$ cat src/sv/per_line_pattern_occurrence_counter_core_macros.svh
// Assertion macros for the per-line pattern occurrence counter
`ifndef PER_LINE_PATTERN_OCCURRENCE_COUNTER_CORE_MACROS_SVH
`define PER_LINE_PATTERN_OCCURRENCE_COUNTER_CORE_MACROS_SVH

`ifndef ASSERT_OFF
`define PLPOC_ASSERT_IMPL(lbl, clk, rst_n, ante, cons) \
	lbl: assert property (@(posedge clk) disable iff (!rst_n) (ante) |-> (cons)) \
		else $error("assertion failed");
`define PLPOC_ASSERT_NEXT(lbl, clk, rst_n, ante, cons) \
	lbl: assert property (@(posedge clk) disable iff (!rst_n) (ante) |=> (cons)) \
		else $error("assertion failed");
`else
`define PLPOC_ASSERT_IMPL(lbl, clk, rst_n, ante, cons)
`define PLPOC_ASSERT_NEXT(lbl, clk, rst_n, ante, cons)
`endif

`endif

$ cat src/sv/plpoc_pkg.sv
package plpoc_pkg;

	localparam int MAX_PATTERN_BYTES_DEF = 16;
	localparam int LEN_W = 5;
	localparam int ADDR_W = 5;
	localparam int CFG_DATA_W = 64;
	localparam int PAT_W = 128;
	localparam int LINE_W = 32;
	localparam int CNT_W = 16;
	localparam int TOT_W = 32;
	localparam int OUT_DATA_W = 88;

	localparam logic [1:0] REG_PATTERN_LOW = 2'd0;
	localparam logic [1:0] REG_PATTERN_HIGH = 2'd1;
	localparam logic [1:0] REG_PATTERN_LENGTH = 2'd2;

	localparam logic OP_TEXT = 1'b0;
	localparam logic OP_EOL = 1'b1;

	typedef struct packed {
		logic adv;
		logic eol;
		logic [7:0] text_byte;
	} item_t;

	typedef struct packed {
		logic adv;
		logic eol;
		logic hit;
	} step_t;

	typedef struct packed {
		logic [TOT_W-1:0] total_count;
		logic found;
		logic [CNT_W-1:0] line_count;
		logic [LINE_W-1:0] line_number;
	} result_t;

endpackage

$ cat src/sv/plpoc_cfg_regs.sv
module plpoc_cfg_regs (
	input  logic clk,
	input  logic arst_n,
	input  logic psel,
	input  logic penable,
	input  logic pwrite,
	input  logic [plpoc_pkg::ADDR_W-1:0] paddr,
	input  logic [plpoc_pkg::CFG_DATA_W-1:0] pwdata,
	output logic [plpoc_pkg::CFG_DATA_W-1:0] prdata,
	output logic pready,
	output logic [plpoc_pkg::PAT_W-1:0] pattern,
	output logic [plpoc_pkg::LEN_W-1:0] pattern_length
);

	logic [63:0] low_q;
	logic [63:0] high_q;
	logic [plpoc_pkg::LEN_W-1:0] len_q;
	logic [1:0] reg_idx;
	logic wr_en;

	assign pready = 1'b1;
	assign reg_idx = paddr[4:3];
	assign wr_en = psel && penable && pwrite && pready;

	always_ff @(posedge clk or negedge arst_n) begin
		if (!arst_n) begin
			low_q <= '0;
			high_q <= '0;
			len_q <= plpoc_pkg::LEN_W'(1);
		end else if (wr_en) begin
			case (reg_idx)
				plpoc_pkg::REG_PATTERN_LOW: low_q <= pwdata;
				plpoc_pkg::REG_PATTERN_HIGH: high_q <= pwdata;
				plpoc_pkg::REG_PATTERN_LENGTH: len_q <= pwdata[plpoc_pkg::LEN_W-1:0];
				default: ;
			endcase
		end
	end

	always_comb begin
		case (reg_idx)
			plpoc_pkg::REG_PATTERN_LOW: prdata = low_q;
			plpoc_pkg::REG_PATTERN_HIGH: prdata = high_q;
			plpoc_pkg::REG_PATTERN_LENGTH:
				prdata = {{(plpoc_pkg::CFG_DATA_W-plpoc_pkg::LEN_W){1'b0}}, len_q};
			default: prdata = '0;
		endcase
	end

	assign pattern = {high_q, low_q};
	assign pattern_length = len_q;

endmodule

$ cat src/sv/plpoc_window.sv
module plpoc_window #(
	parameter int MAX_PATTERN_BYTES = plpoc_pkg::MAX_PATTERN_BYTES_DEF
) (
	input  logic clk,
	input  logic arst_n,
	input  plpoc_pkg::item_t item,
	input  logic [plpoc_pkg::PAT_W-1:0] pattern,
	input  logic [plpoc_pkg::LEN_W-1:0] pattern_length,
	output logic hit
);

	localparam int BW = $clog2(MAX_PATTERN_BYTES + 1);
	localparam int IW = (MAX_PATTERN_BYTES > 1) ? $clog2(MAX_PATTERN_BYTES) : 1;
	localparam int LW = plpoc_pkg::LEN_W;

	logic [7:0] win_q [MAX_PATTERN_BYTES];
	logic [7:0] win_next [MAX_PATTERN_BYTES];
	logic [BW-1:0] bytes_q;
	logic [BW-1:0] bytes_next;
	logic [LW-1:0] len;

	always_comb begin
		win_next[0] = item.text_byte;
		for (int j = 1; j < MAX_PATTERN_BYTES; j++) begin
			win_next[j] = win_q[j-1];
		end
		bytes_next = (bytes_q == BW'(MAX_PATTERN_BYTES)) ? bytes_q : bytes_q + BW'(1);
		if (pattern_length == '0) begin
			len = LW'(1);
		end else if (pattern_length > LW'(MAX_PATTERN_BYTES)) begin
			len = LW'(MAX_PATTERN_BYTES);
		end else begin
			len = pattern_length;
		end
	end

	always_comb begin
		logic [LW-1:0] idx;
		idx = '0;
		hit = (LW'(bytes_next) >= len);
		for (int k = 0; k < MAX_PATTERN_BYTES; k++) begin
			if (LW'(k) < len) begin
				idx = len - LW'(1) - LW'(k);
				if (win_next[idx[IW-1:0]] != pattern[8*k +: 8]) begin
					hit = 1'b0;
				end
			end
		end
	end

	// shift on each text byte; a line end only restarts the fill count
	always_ff @(posedge clk or negedge arst_n) begin
		if (!arst_n) begin
			for (int j = 0; j < MAX_PATTERN_BYTES; j++) begin
				win_q[j] <= '0;
			end
			bytes_q <= '0;
		end else if (item.adv) begin
			if (item.eol) begin
				bytes_q <= '0;
			end else begin
				win_q <= win_next;
				bytes_q <= bytes_next;
			end
		end
	end

endmodule

$ cat src/sv/plpoc_counters.sv
module plpoc_counters (
	input  logic clk,
	input  logic arst_n,
	input  plpoc_pkg::step_t step,
	input  logic out_ready,
	output logic out_valid,
	output plpoc_pkg::result_t result
);

	logic [plpoc_pkg::LINE_W-1:0] line_q;
	logic [plpoc_pkg::CNT_W-1:0] mil_q;
	logic [plpoc_pkg::TOT_W-1:0] tot_q;
	logic out_valid_q;
	plpoc_pkg::result_t result_q;

	always_ff @(posedge clk or negedge arst_n) begin
		if (!arst_n) begin
			line_q <= plpoc_pkg::LINE_W'(1);
			mil_q <= '0;
			tot_q <= '0;
			out_valid_q <= 1'b0;
		end else begin
			if (out_valid_q && out_ready) begin
				out_valid_q <= 1'b0;
			end
			if (step.adv) begin
				if (step.eol) begin
					out_valid_q <= 1'b1;
					mil_q <= '0;
					if (line_q != '1) begin
						line_q <= line_q + plpoc_pkg::LINE_W'(1);
					end
				end else if (step.hit) begin
					if (mil_q != '1) begin
						mil_q <= mil_q + plpoc_pkg::CNT_W'(1);
					end
					if (tot_q != '1) begin
						tot_q <= tot_q + plpoc_pkg::TOT_W'(1);
					end
				end
			end
		end
	end

	always_ff @(posedge clk) begin
		if (step.adv && step.eol) begin
			result_q.line_number <= line_q;
			result_q.line_count <= mil_q;
			result_q.found <= (mil_q != '0);
			result_q.total_count <= tot_q;
		end
	end

	assign out_valid = out_valid_q;
	assign result = result_q;

endmodule

$ cat src/sv/per_line_pattern_occurrence_counter_core.sv
// A line end accepted at the input passes through the input register and then the result
// register before its result is on m_tdata; it can be held in the input register between.
// Throughput: one transfer per cycle while no line end is held; a text byte never waits on the output side.
// A line end waits in the input register only while the result register is still held.
// Reset (arst_n low, asynchronous): window and counters cleared, line number set to one,
// pattern registers zero and pattern length one.
`include "per_line_pattern_occurrence_counter_core_macros.svh"

module per_line_pattern_occurrence_counter_core #(
	parameter int MAX_PATTERN_BYTES = plpoc_pkg::MAX_PATTERN_BYTES_DEF
) (
	input  logic clk,
	input  logic arst_n,
	input  logic s_tvalid,
	output logic s_tready,
	input  logic [7:0] s_tdata,  // text_byte [7:0]
	input  logic s_tuser,        // op [0]
	output logic m_tvalid,
	input  logic m_tready,
	// line_number [31:0], line_count [47:32], found [48], total_count [80:49], zero [87:81]
	output logic [plpoc_pkg::OUT_DATA_W-1:0] m_tdata,
	input  logic psel,
	input  logic penable,
	input  logic pwrite,
	input  logic [plpoc_pkg::ADDR_W-1:0] paddr,
	input  logic [plpoc_pkg::CFG_DATA_W-1:0] pwdata,
	output logic [plpoc_pkg::CFG_DATA_W-1:0] prdata,
	output logic pready
);

	logic valid_s1;
	logic op_s1;
	logic [7:0] byte_s1;
	logic adv_s1;
	logic hit;
	logic [plpoc_pkg::PAT_W-1:0] pattern;
	logic [plpoc_pkg::LEN_W-1:0] pattern_length;
	plpoc_pkg::item_t item;
	plpoc_pkg::step_t step;
	plpoc_pkg::result_t result;

	plpoc_cfg_regs u_cfg (
		.clk            (clk),
		.arst_n         (arst_n),
		.psel           (psel),
		.penable        (penable),
		.pwrite         (pwrite),
		.paddr          (paddr),
		.pwdata         (pwdata),
		.prdata         (prdata),
		.pready         (pready),
		.pattern        (pattern),
		.pattern_length (pattern_length)
	);

	// hold a line end while the result register is occupied and not being taken
	assign adv_s1 = valid_s1 && (op_s1 == plpoc_pkg::OP_TEXT || !m_tvalid || m_tready);
	assign s_tready = !valid_s1 || adv_s1;

	always_ff @(posedge clk or negedge arst_n) begin
		if (!arst_n) begin
			valid_s1 <= 1'b0;
		end else if (s_tready) begin
			valid_s1 <= s_tvalid;
		end
	end

	always_ff @(posedge clk) begin
		if (s_tvalid && s_tready) begin
			op_s1 <= s_tuser;
			byte_s1 <= s_tdata;
		end
	end

	assign item.adv = adv_s1;
	assign item.eol = (op_s1 == plpoc_pkg::OP_EOL);
	assign item.text_byte = byte_s1;

	plpoc_window #(
		.MAX_PATTERN_BYTES (MAX_PATTERN_BYTES)
	) u_window (
		.clk            (clk),
		.arst_n         (arst_n),
		.item           (item),
		.pattern        (pattern),
		.pattern_length (pattern_length),
		.hit            (hit)
	);

	assign step.adv = adv_s1;
	assign step.eol = item.eol;
	assign step.hit = hit;

	plpoc_counters u_counters (
		.clk       (clk),
		.arst_n    (arst_n),
		.step      (step),
		.out_ready (m_tready),
		.out_valid (m_tvalid),
		.result    (result)
	);

	assign m_tdata = {{(plpoc_pkg::OUT_DATA_W - $bits(result)){1'b0}}, result};

	`PLPOC_ASSERT_IMPL(a_eol_stall, clk, arst_n,
		valid_s1 && op_s1 == plpoc_pkg::OP_EOL && m_tvalid && !m_tready, !s_tready)
	`PLPOC_ASSERT_NEXT(a_eol_result, clk, arst_n, step.adv && step.eol, m_tvalid)
	`PLPOC_ASSERT_IMPL(a_found, clk, arst_n, m_tvalid, result.found == (result.line_count != '0))
	`PLPOC_ASSERT_IMPL(a_total_ge_line, clk, arst_n, m_tvalid,
		result.total_count >= plpoc_pkg::TOT_W'(result.line_count))

endmodule
$ cat config.mk
export PLATFORM = sky130hd
export DESIGN_NAME = per_line_pattern_occurrence_counter_core
export DESIGN_NICKNAME = d
export VERILOG_FILES = /design/src/sv/plpoc_pkg.sv /design/src/sv/plpoc_cfg_regs.sv /design/src/sv/plpoc_window.sv /design/src/sv/plpoc_counters.sv /design/src/sv/per_line_pattern_occurrence_counter_core.sv
export VERILOG_INCLUDE_DIRS = /design/src /design/src/sv
export SDC_FILE = /design/constraint.sdc
export NUM_CORES = 1
export LEC_CHECK = 0
export BUFFER_PORTS_ARGS = -buffer_cell sky130_fd_sc_hd__buf_4
export CAP_MARGIN = 25
export CORE_AREA = 3 3 263 265
export CTS_BUF_LIST = sky130_fd_sc_hd__clkbuf_4
export CTS_CLUSTER_SIZE = 24
export DETAILED_ROUTE_END_ITERATION = 8
export DIE_AREA = 0 0 266 268
export PLACE_DENSITY = 0.55
export SLEW_MARGIN = 20
export SYNTH_ARGS = -nofsm -noshare
export SYNTH_HDL_FRONTEND = slang
export SYNTH_HIERARCHICAL = 1
export SYNTH_SLANG_ARGS = --single-unit
$ cat constraint.sdc
create_clock -name clk -period 12.35 [get_ports clk]
set_input_delay 3.705 -clock clk [delete_from_list [all_inputs] [get_ports clk]]
set_output_delay 3.705 -clock clk [all_outputs]
set_load 0.02 [all_outputs]
# Yosys cells after proc, flatten, opt, wreduce, memory -nomap -nowiden
# Cells that the tools add are included.
# Widths: inputs -> output; s select.
dict set report totals {
  register_bits 430
  latch_bits 0
  ram_bits 0
  romBits 0
  input_bits 85
  memories 0
}
dict set report classes {
  add_sub_neg 20
  multipliers 0
  div 0
  order_cmp 34
  eq_ne 22
  shifts 0
  n_mux 91
  bitwise 17
  reduce_logical 23
}
# op n
set ops {}
lappend ops {{$bmux 8 s4} 16}
lappend ops {{$mux 8} 32}
lappend ops {{$pmux 64 s3} 1}
lappend ops {{$ne 8x8->1} 16}
lappend ops {{$ge 5x5->1 const B} 16}
lappend ops {{$not 4->5} 16}
lappend ops {{$add 32x1->32 const B} 2}
lappend ops {{$ne 32x32->1 const B} 2}
lappend ops {{$mux 16} 3}
lappend ops {{$lt 4x5->1 const A} 8}
lappend ops {{$mux 1} 35}
lappend ops {{$sub 4x4->4 const B} 8}
lappend ops {{$lt 3x5->1 const A} 4}
lappend ops {{$mux 5} 4}
lappend ops {{$add 16x1->16 const B} 1}
lappend ops {{$ne 16x16->1 const B} 1}
lappend ops {{$reduce_bool 16->1} 1}
lappend ops {{$sub 4x3->4 const B} 4}
lappend ops {{$lt 1x5->1 const A} 2}
lappend ops {{$lt 2x5->1 const A} 2}
lappend ops {{$reduce_and 2->1} 4}
lappend ops {{$sub 4x1->4 const B} 2}
lappend ops {{$sub 4x2->4 const B} 2}
lappend ops {{$logic_and 1x1->1} 6}
lappend ops {{other kinds (14)} 19}

# Logic depth before layout (Yosys ltp)
# Gate-level depths: netlist of run 1.
dict set report depth {
  ltp_word 43
  depth_mapped 31
}

# By module
# Netlist of run 1, hierarchy kept.
# mod instances cells_per_inst area_per_inst_um2 seq_area_each_um2
set modules_own_cells {}
lappend modules_own_cells {plpoc_window 1 1306 13452.9 3128.0}
lappend modules_own_cells {plpoc_counters 1 503 6636.4 4460.5}
lappend modules_own_cells {plpoc_cfg_regs 1 434 6246.0 3329.4}
lappend modules_own_cells {per_line_pattern_occurrence_counter_core 1 23 401.6 295.3}

# Least setup slack after synthesis of run 1
# OpenSTA, ideal clock, no wires.
dict set report synth_timing {
  path_kind {input -> output}
  from {input port paddr[3] in the netlist's numbering}
  to {output port prdata[10] in the netlist's numbering}
  t_arrival_ns 4.719
  slack_ns 3.926
  cell_stages 5
  path_cell_list {buf_2 -> buf_2 -> buf_2 -> mux2i_1 -> nor2_1}
}
dict set report synth_via {
  elab_chain_cells 2
}
# item line
set synth_lines {}
lappend synth_lines {{from (decl)} per_line_pattern_occurrence_counter_core.sv:25} ;# input logic [plpoc_pkg::ADDR_W-1:0] paddr,
lappend synth_lines {{$eq 2x2->1 (tied with other cells)} plpoc_cfg_regs.sv:41} ;# case (reg_idx)
lappend synth_lines {{$pmux 64 s3 *} plpoc_cfg_regs.sv:41}
lappend synth_lines {{to (decl)} per_line_pattern_occurrence_counter_core.sv:27} ;# output logic [plpoc_pkg::CFG_DATA_W-1:0] prdata,
# Mark *: on every way between the ends. The rest lies on a longest branch, timed or not.

# Worst setup path after layout of run 1
dict set report layout_timing {
  from {input port paddr[3] in the netlist's numbering}
  to {output port prdata[29] in the netlist's numbering}
}
# Same word-level chain as after synthesis.

==> results_dict.tcl, run 1 <==
set metrics [dict create \
    status "completed" \
    core_mm2 0.0670 \
    grt_pass1_wl_um 126000 \
    cpMostUsedCell "buf_4" \
    syn_inst 2266 \
    vias 20300 \
    portBuffers 228 \
    dp_hpwl_um 59700 \
    drc 0 \
    maxCapViolCount 0 \
    layout_commonest_cell "dfrtp_1" \
    cts.hold.buffers_added 0 \
    fin_crit_sh 0.738 \
    cts_tree "done" \
    grt_pass1_vias 20500 \
    drtIter0Drc 1358 \
    mostFrequentLayoutCells "338 x dfrtp_1, 259 x buf_4, 259 x mux2i_1" \
    num-nets-final 2606 \
    critPathArrivalTime_ps 5410 \
    drive_gt1_frac 0.328 \
    ys_warn_count 6 \
    setup-tns-final_ps 0 \
    wl_met3_um 5320 \
    grt_use_total 0.230 \
    setup_viol 0 \
    fmax_ghz 0.110 \
    fp-row-count 95 \
    synth_area_mm2 0.0267 \
    cts_setup_buffers 0 \
    grt_remaining_overflow 0 \
    slowest_stage "buf_4" \
    dieArea_mm2 0.0713 \
    insertion_delay_ps 860 \
    wl_met1_um 35900 \
    finalHoldViolations 0 \
    synth-edff-count 90 \
    syn_avg_cell_area_um2 11.8 \
    fin_skew_ps 58.7 \
    ioPinCount 240 \
    start_kind "input port" \
    leakagePower_nw 13.2 \
    drt-total-wl_um 83600 \
    dr.max_layer_used "met4" \
    fp.dieH_um 268 \
    synth_seq_area_share 0.419 \
    crit_path_end_kind "primary output" \
    grt_antenna_before_repair 1 \
    clk_pin_slew_ps 70 \
    crit_type "input port to primary output" \
    cts_buffers 118 \
    area_growth_pct 14.4 \
    power.total_mw 7.41 \
    ys_async_sr_fraction 0.791 \
    ant_nets 0 \
    initial_utilization 0.399 \
    wire_per_inst_um 24.1 \
    rsz0062_at_grt "false" \
    place_congestion 0.909 \
    ys_types 89 \
    report.final.slew_viol_count 0 \
    max_stage_delay_ps 620 \
    cts_resized 0 \
    first_pass_iters 6 \
    required_ps 8640 \
    slew_headroom 0.287 \
    worst_slew_pin_slew_ps 1060 \
    hold_path.class "flop to flop" \
    grt_start_max_net_pins 115 \
    root_buffer "clkbuf_4" \
    synth_ff_type "dfrtp_1" \
    die_w_um 266 \
    vias_per_cell 5.83 \
    path_cells "buf_4, buf_4, mux2i_1, nor2_1, buf_4" \
    min_period_ps 9110 \
    ir_worst_vdd_uv 104 \
    power_density_mw_per_mm2 242 \
    cts_max_level 3 \
    synth_seq_cells 430 \
    route.met2.wl_um 38500 \
    cts.sink_count 430 \
    cts.path.max_buffers 3 \
    cp_max_fo 35 \
]
final timing paths:
path                                                startpoint                                to  slack (ps)  depth (start not counted)
setup / recovery                                      paddr[3]                        prdata[29]        3240                          5
hold / removal                u_counters/tot_q[10]$_DFFE_PN0P_   u_counters/result[59]$_DFFE_PP_         490                          0
setup reg to reg           u_cfg/pattern_length[0]$_DFFE_PN1P_  u_counters/tot_q[17]$_DFFE_PN0P_        4520                         23
hold reg to reg               u_counters/tot_q[10]$_DFFE_PN0P_   u_counters/result[59]$_DFFE_PP_         490                          0
max in group asynchronous                               arst_n       u_cfg/low_q[60]$_DFFE_PN0P_        7200                          3
min in group asynchronous                               arst_n       u_cfg/low_q[41]$_DFFE_PN0P_        2920                          1
critical path, delay by kind of cell:
kind / cells / cell delay (ps)
buf+inv: 3 / 1280
mux: 1 / 300
simple gates: 1 / 60
final cells by class:
type | instances | area (um^2)
antenna | 1 | 2.50
inverter | 30 | 116
tap | 873 | 1090
fill | 6328 | 36500
timing repair buffer | 263 | 1980
clock inverter | 43 | 218
sequential | 430 | 11200
clock buffer | 178 | 1340
multi-input combinational | 1659 | 14600
synthesized netlist by cell type, types with 5 or more instances:
cell type / number / area share
nor3_1: 27 / 0.0051
mux2_1: 5 / 0.0021
nand2b_1: 13 / 0.0030
nand3_1: 66 / 0.012
buf_6: 8 / 0.0034
buf_12: 6 / 0.0045
buf_4: 15 / 0.0042
a31oi_1: 15 / 0.0035
buf_2: 49 / 0.0092
o31ai_1: 6 / 0.0017
clkbuf_1: 64 / 0.0090
mux2_2: 214 / 0.090
mux4_2: 62 / 0.052
mux2_4: 61 / 0.034
o22ai_1: 29 / 0.0068
inv_1: 24 / 0.0034
mux2i_1: 259 / 0.097
buf_1: 10 / 0.0014
o22a_1: 5 / 0.0016
o221a_2: 8 / 0.0034
xnor2_1: 158 / 0.052
or3_1: 12 / 0.0028
xor2_1: 80 / 0.026
a21oi_1: 29 / 0.0054
nor2b_1: 10 / 0.0023
edfxtp_1: 90 / 0.10
ha_1: 19 / 0.0089
and4_1: 13 / 0.0043
a211oi_1: 13 / 0.0037
and3_1: 28 / 0.0066
nand2_1: 112 / 0.016
o32a_1: 5 / 0.0019
dfrtp_1: 338 / 0.32
o21ai_0: 43 / 0.0080
nor2_1: 124 / 0.017
nor4_1: 21 / 0.0049
o221ai_1: 55 / 0.018
a221oi_1: 27 / 0.0088
inv_2: 5 / 0.00070
a32o_1: 10 / 0.0037
nand4_1: 43 / 0.010
cell families after synthesis:
| kind of cell | share of synthesized area |
|---|---|
| multiplexers | 0.276 |
| AND/OR/NAND/NOR | 0.0976 |
| flip-flops | 0.419 |
| AO/OA/AOI/OAI | 0.0804 |
| XOR/XNOR | 0.0817 |
| buffers and inverters | 0.0361 |
| adder cells (fa/ha/maj) | 0.00889 |
| other | 0.000281 |
state kept, by name, summed over array words and instances (netlist names), 5 cells and up:
signal                count
u_window/win_next       120
u_cfg/low_q              64
u_counters/line_q        32
u_cfg/high_q             64
u_cfg/pattern_length      5
u_counters/mil_q         16
byte_s1                   8
u_counters/tot_q         32
u_window/bytes_q          5
u_counters/result        81
routing by layer:
layer | up-vias | global-route usage
met1 | 10300 | 0.305
met4 | 0 | 0.115
met5 | - | 0
met3 | 166 | 0.0444
met2 | 714 | 0.363
li1 | 9079 | -
power breakdown:
part / switching, mW / internal, mW
Combinational: 2.15 / 1.74
Sequential: 0.468 / 1.76
Clock: 0.619 / 0.682
through the flow:
step / instance area [um^2] / cells / hold WS (ps) / utilization / worst slack (ps)
floorplan: 26800 / 2272 / 423 / - / 3930
global placement: 29000 / 3251 / 480 / 0.433 / 3180
detailed placement: 29000 / 3253 / 473 / 0.433 / 3190
CTS: 30600 / 3474 / 496 / 0.456 / 3190
global route: 30600 / 3477 / 512 / 0.456 / 3130
finish: 30600 / 3477 / 490 / 0.456 / 3240
No activity file was read; power rests on OpenSTA's default activity.
==> inputs of run 2 (changes only) <==
clock period = 9 ns   (was 12.35 ns; I/O delays follow)
==> run 2 against run 1 <==
Against the previous run: register-to-register slack lost 3000 ps; combinational power grew 38%; routed wire length grew 0.18%; non-clock buffer count grew 9; cell area grew 0.25%; first-iteration DRC count grew 15%; die area is the same; sequential share of layout area shrank 0.093 points; worst hold slack gained 13 ps; via count shrank 0.27%; clock power grew 35%.
==> results_dict.tcl, run 2 (synthesized netlist as in run 1, its figures left out) <==
set metrics [dict create \
    dp_hpwl_um 60200 \
    required_ps 9850 \
    clk_pin_slew_ps 70 \
    maxCapViolCount 0 \
    stdcell_count 3474 \
    p_sw_frac 0.442 \
    fmax_ghz 0.134 \
    fp.dieH_um 268 \
    fp-row-count 95 \
    largest_reg_flops 120 \
    grt_use_total 0.232 \
    vias_per_cell 5.82 \
    slew_headroom 0.348 \
    cts_max_level 3 \
    place_ws_ps 1600 \
    min_period_ps 7480 \
    multi_input_area_mm2 0.0146 \
    ir_worst_vdd_uv 194 \
    drt-total-wl_um 83800 \
    num-nets-final 2616 \
    root_buffer "clkbuf_4" \
    grt_remaining_overflow 0 \
    dieArea_mm2 0.0713 \
    place_area_mm2 0.0291 \
    drc 0 \
    layout_commonest_cell "dfrtp_1" \
    portBuffers 228 \
    drive_gt1_frac 0.322 \
    p_switching_mw 4.50 \
    cp_max_fo 36 \
    first_pass_iters 7 \
    hold_path_depth 1 \
    setup_viol 0 \
    regArea_mm2 0.0112 \
    worst_slew_pin_slew_ps 978 \
    power_density_mw_per_mm2 332 \
    rr_worst_depth 23 \
    power_frac_comb 0.528 \
    hold_ws_ps 503 \
    power.total_mw 10.2 \
    finalHoldViolations 0 \
    seqPwrFrac 0.299 \
    fillers 6358 \
    crit_path_end_kind "flop" \
    drtIter0Drc 1558 \
    insertion_delay_ps 960 \
    cts.hold.buffers_added 0 \
    cts.sink_count 430 \
    worst_slack_ps 1520 \
    leakagePower_nw 13.2 \
    grt_start_max_net_pins 154 \
    clkPwrFrac 0.173 \
    ant_nets 0 \
    fin_crit_sh 0.831 \
    cts_setup_buffers 0 \
    grt_pass1_vias 20500 \
    final_util 0.457 \
    cts_resized 0 \
    die_w_um 266 \
    status "completed" \
    cts_buffers 119 \
    finalInstanceArea_mm2 0.0307 \
    dp_cells 3262 \
    vias 20200 \
    crit_type "flop to flop" \
    rsz0062_at_grt "false" \
    intPower_mw 5.68 \
    cts_tree "done" \
    critPathArrivalTime_ps 8320 \
    mostFrequentLayoutCells "338 x dfrtp_1, 266 x buf_4, 259 x mux2i_1" \
    cts.path.max_buffers 3 \
    initial_utilization 0.399 \
    ioPinCount 240 \
    grt_antenna_before_repair 4 \
    grt_pass1_wl_um 128000 \
    place_congestion 0.928 \
    fin_skew_ps 71.5 \
    start_kind "flop" \
    hold_path.class "flop to flop" \
    report.final.slew_viol_count 0 \
    wire_per_inst_um 24.1 \
    area_growth_pct 14.7 \
    setup-tns-final_ps 0 \
    core_mm2 0.0670 \
]
[run 2: worst paths after layout]
path	startpoint	to	slack (ps)
worst max-delay path	u_cfg/pattern_length[0]$_DFFE_PN1P_	u_counters/tot_q[17]$_DFFE_PN0P_	1520
worst min-delay path	u_counters/tot_q[10]$_DFFE_PN0P_	u_counters/tot_q[10]$_DFFE_PN0P_	500
worst max register to register	u_cfg/pattern_length[0]$_DFFE_PN1P_	u_counters/tot_q[17]$_DFFE_PN0P_	1520
worst min register to register	u_counters/tot_q[10]$_DFFE_PN0P_	u_counters/tot_q[10]$_DFFE_PN0P_	500
max in group asynchronous	arst_n	u_window/bytes_q[4]$_DFFE_PN0P_	5860
min in group asynchronous	arst_n	u_cfg/low_q[11]$_DFFE_PN0P_	1800
[run 2: power groups by stage]
stage	combinational, mW	sequential, mW	clock (mW)
floorplan	3.86	2.86	0
global placement	5.27	3.03	0
detailed placement	5.33	3.06	0
CTS	5.35	3.03	1.84
global route	5.73	3.12	1.94
finish	5.37	3.05	1.76
[run 2: final cells by class]
| type | count | area share |
|---|---|---|
| repair buffers | 272 | 0.0685 |
| clock inverters | 49 | 0.0105 |
| clock buffers | 154 | 0.0377 |
| flip-flops and latches | 430 | 0.366 |
| diodes | 7 | 0.000571 |
| multi-input cells | 1659 | 0.478 |
| inverters | 30 | 0.00379 |
| well taps | 873 | 0.0356 |
[run 2: critical path: stages, from the launching register on]
cell and delay, ps:
dfstp_4 940, nand2b_1 170, nand2_4 170, inv_2 50
ha_1 240, xnor2_1 160, buf_4 220, inv_1 350
ha_1 420, a21oi_1 220, xnor2_4 650, mux4_2 610
xnor2_1 150, nor4_2 250, nand3_1 350, a221oi_2 360
o22ai_1 130, nor4_2 340, buf_4 290, inv_1 80
or3_1 360, or2_2 310, nor4_1 320, xor2_1 180
[run 2: per-layer routing]
layer  vias up  global-route usage  share of wire
met5         -                   0              0
met4         0              0.0894          0.039
met3       169              0.0514          0.070
met2       735               0.371           0.46
met1     10200               0.310           0.43
li1       9097                   -              -
==> inputs of run 3 (changes only) <==
PLACE_DENSITY = 0.57   (was 0.55)
clock period = 6.19 ns   (was 9 ns; I/O delays follow)
==> run 3 against run 2 <==
Against the previous run: die area did not move; worst hold slack got worse by 8.4 ps; register-to-register slack got worse by 1400 ps; global-route usage rose by 0.068 points; utilization rose by 1.4 points; largest power group unchanged.
==> results_dict.tcl, run 3 (synthesized netlist as in run 1, its figures left out) <==
set metrics [dict create \
    status "completed" \
    final_util 0.472 \
    multi_input_area_mm2 0.0147 \
    fp.dieH_um 268 \
    min-delay-start "u_counters/line_q[29]$_DFFE_PN0P_" \
    fillers 6265 \
    core_mm2 0.0670 \
    grt_antenna_before_repair 3 \
    vias 20700 \
    ant_nets 0 \
    path_cells "buf_4, o21bai_1, nand2_2, buf_4, o221ai_1, mux2i_1, mux2i_1, xnor2_1, nor4_2, nand3_1, buf_4, a221oi_2, o22ai_1, nor4_2, buf_4, inv_1, or3_1, or2_2, buf_4, nor3_1, xor2_1" \
    fin_skew_ps 48.4 \
    mostFrequentLayoutCells "364 x buf_4, 337 x dfrtp_1, 259 x mux2i_1" \
    grt_pass1_wl_um 128000 \
    min_to "u_counters/result[29]$_DFFE_PP_" \
    stdcell_count 3595 \
    reg2reg_setup_slack_ps 140 \
    worst_slack_ps 138 \
    num-nets-final 2720 \
    insertion_delay_ps 920 \
    cts.sink_count 430 \
    required_ps 7010 \
    grt_start_max_net_pins 99 \
    drtIter0Drc 1404 \
    wire_per_inst_um 23.6 \
    crit_path_end_kind "flop" \
    crit_type "flop to flop" \
    clk_pin_slew_ps 60 \
    root_buffer "clkbuf_4" \
    cts.path.max_buffers 3 \
    setup_viol 0 \
    slowest_stage "dfstp_4" \
    ir_worst_vdd_uv 278 \
    initial_utilization 0.399 \
    critPathArrivalTime_ps 6880 \
    maxCapViolCount 0 \
    grt_pass1_vias 20700 \
    dieArea_mm2 0.0713 \
    r2r_start "u_cfg/pattern_length[0]$_DFFE_PN1P_" \
    worstReg2RegEnd "u_counters/tot_q[15]$_DFFE_PN0P_" \
    fin_crit_sh 0.978 \
    grt_remaining_overflow 0 \
    dp_cells 3362 \
    drive_gt1_frac 0.356 \
    drt-total-wl_um 84800 \
    start_kind "flop" \
    layout_commonest_cell "buf_4" \
    critPathBufInv 6 \
    grt_use_total 0.233 \
    max_stage_delay_ps 690 \
    dp_hpwl_um 61100 \
    slew_headroom 0.360 \
    first_pass_iters 6 \
    ioPinCount 240 \
    hold_path.class "flop to flop" \
    cts.hold.buffers_added 0 \
    place_congestion 0.934 \
    portBuffers 228 \
    finalInstanceArea_mm2 0.0316 \
    cts_max_level 3 \
    power.total_mw 15.5 \
    cpMostUsedCell "buf_4" \
    cts_buffers 118 \
    hold_path_depth 0 \
    min_period_ps 6050 \
    rr_worst_depth 21 \
    place_ws_ps 105 \
    vias_per_cell 5.76 \
    area_growth_pct 18.3 \
    die_w_um 266 \
    cts_tree "done" \
    cp_max_fo 18 \
    fmax_ghz 0.165 \
    report.final.slew_viol_count 0 \
    finalHoldViolations 0 \
    power_density_mw_per_mm2 489 \
    cpLargestDelayFamily "simple AND/OR/NAND/NOR gates" \
    largest_reg_flops 120 \
    drc 0 \
    worst_slew_pin_slew_ps 960 \
    leakagePower_nw 13.8 \
    fp-row-count 95 \
    regArea_mm2 0.0112 \
    place_area_mm2 0.0299 \
]
[run 3: worst max-delay path by stage]
stage,cells after the start,endpoint,from
floorplan,30,u_counters/tot_q[17]$_DFFE_PN0P_,u_cfg/pattern_length[3]$_DFFE_PN0P_
global placement,25,u_counters/tot_q[19]$_DFFE_PN0P_,u_cfg/pattern_length[4]$_DFFE_PN0P_
detailed placement,24,u_counters/tot_q[15]$_DFFE_PN0P_,u_cfg/pattern_length[4]$_DFFE_PN0P_
CTS,24,u_counters/tot_q[15]$_DFFE_PN0P_,u_cfg/pattern_length[4]$_DFFE_PN0P_
global route,25,u_counters/tot_q[15]$_DFFE_PN0P_,u_cfg/pattern_length[0]$_DFFE_PN1P_
finish,21,u_counters/tot_q[15]$_DFFE_PN0P_,u_cfg/pattern_length[0]$_DFFE_PN1P_
[run 3: routing by layer]
metal,up-vias,GRT usage,routed length (um)
li1,9305,-,-
met1,10500,0.302,35600
met2,734,0.379,39800
met3,173,0.0580,6060
met4,2,0.0876,3270
met5,-,0,13
[run 3: layout make-up]
type / count / share of cell area
multi-input cells: 1659 / 0.463
flip-flops and latches: 430 / 0.355
repair buffers: 377 / 0.0946
clock buffers: 174 / 0.0413
well taps: 873 / 0.0345
clock inverters: 47 / 0.00736
inverters: 30 / 0.00368
diodes: 5 / 0.000396
[run 3: timing repair]
| action | 4_1_cts | 5_1_grt |
|---|---|---|
| setup endpoints to repair | 0 | 33 |
| buffers inserted | 0 | 5 |
| resized for setup | 0 | 6 |
[run 3: where the power goes]
part | internal, mW | switching [mW] | total (mW)
registers | 3.50 | 0.920 | 4.42
logic | 3.97 | 4.47 | 8.44
clock network | 1.31 | 1.30 | 2.60
total | 8.78 | 6.68 | 15.5
[run 3: stage by stage]
| step | hold slack, ps | setup TNS [ps] |
|---|---|---|
| 2_1_floorplan | 423 | 0 |
| 3_3_place_gp | 483 | 0 |
| 3_5_place_dp | 481 | 0 |
| 4_1_cts | 477 | 0 |
| 5_1_grt | 467 | -2.97 |
| 6_report | 494 | 0 |
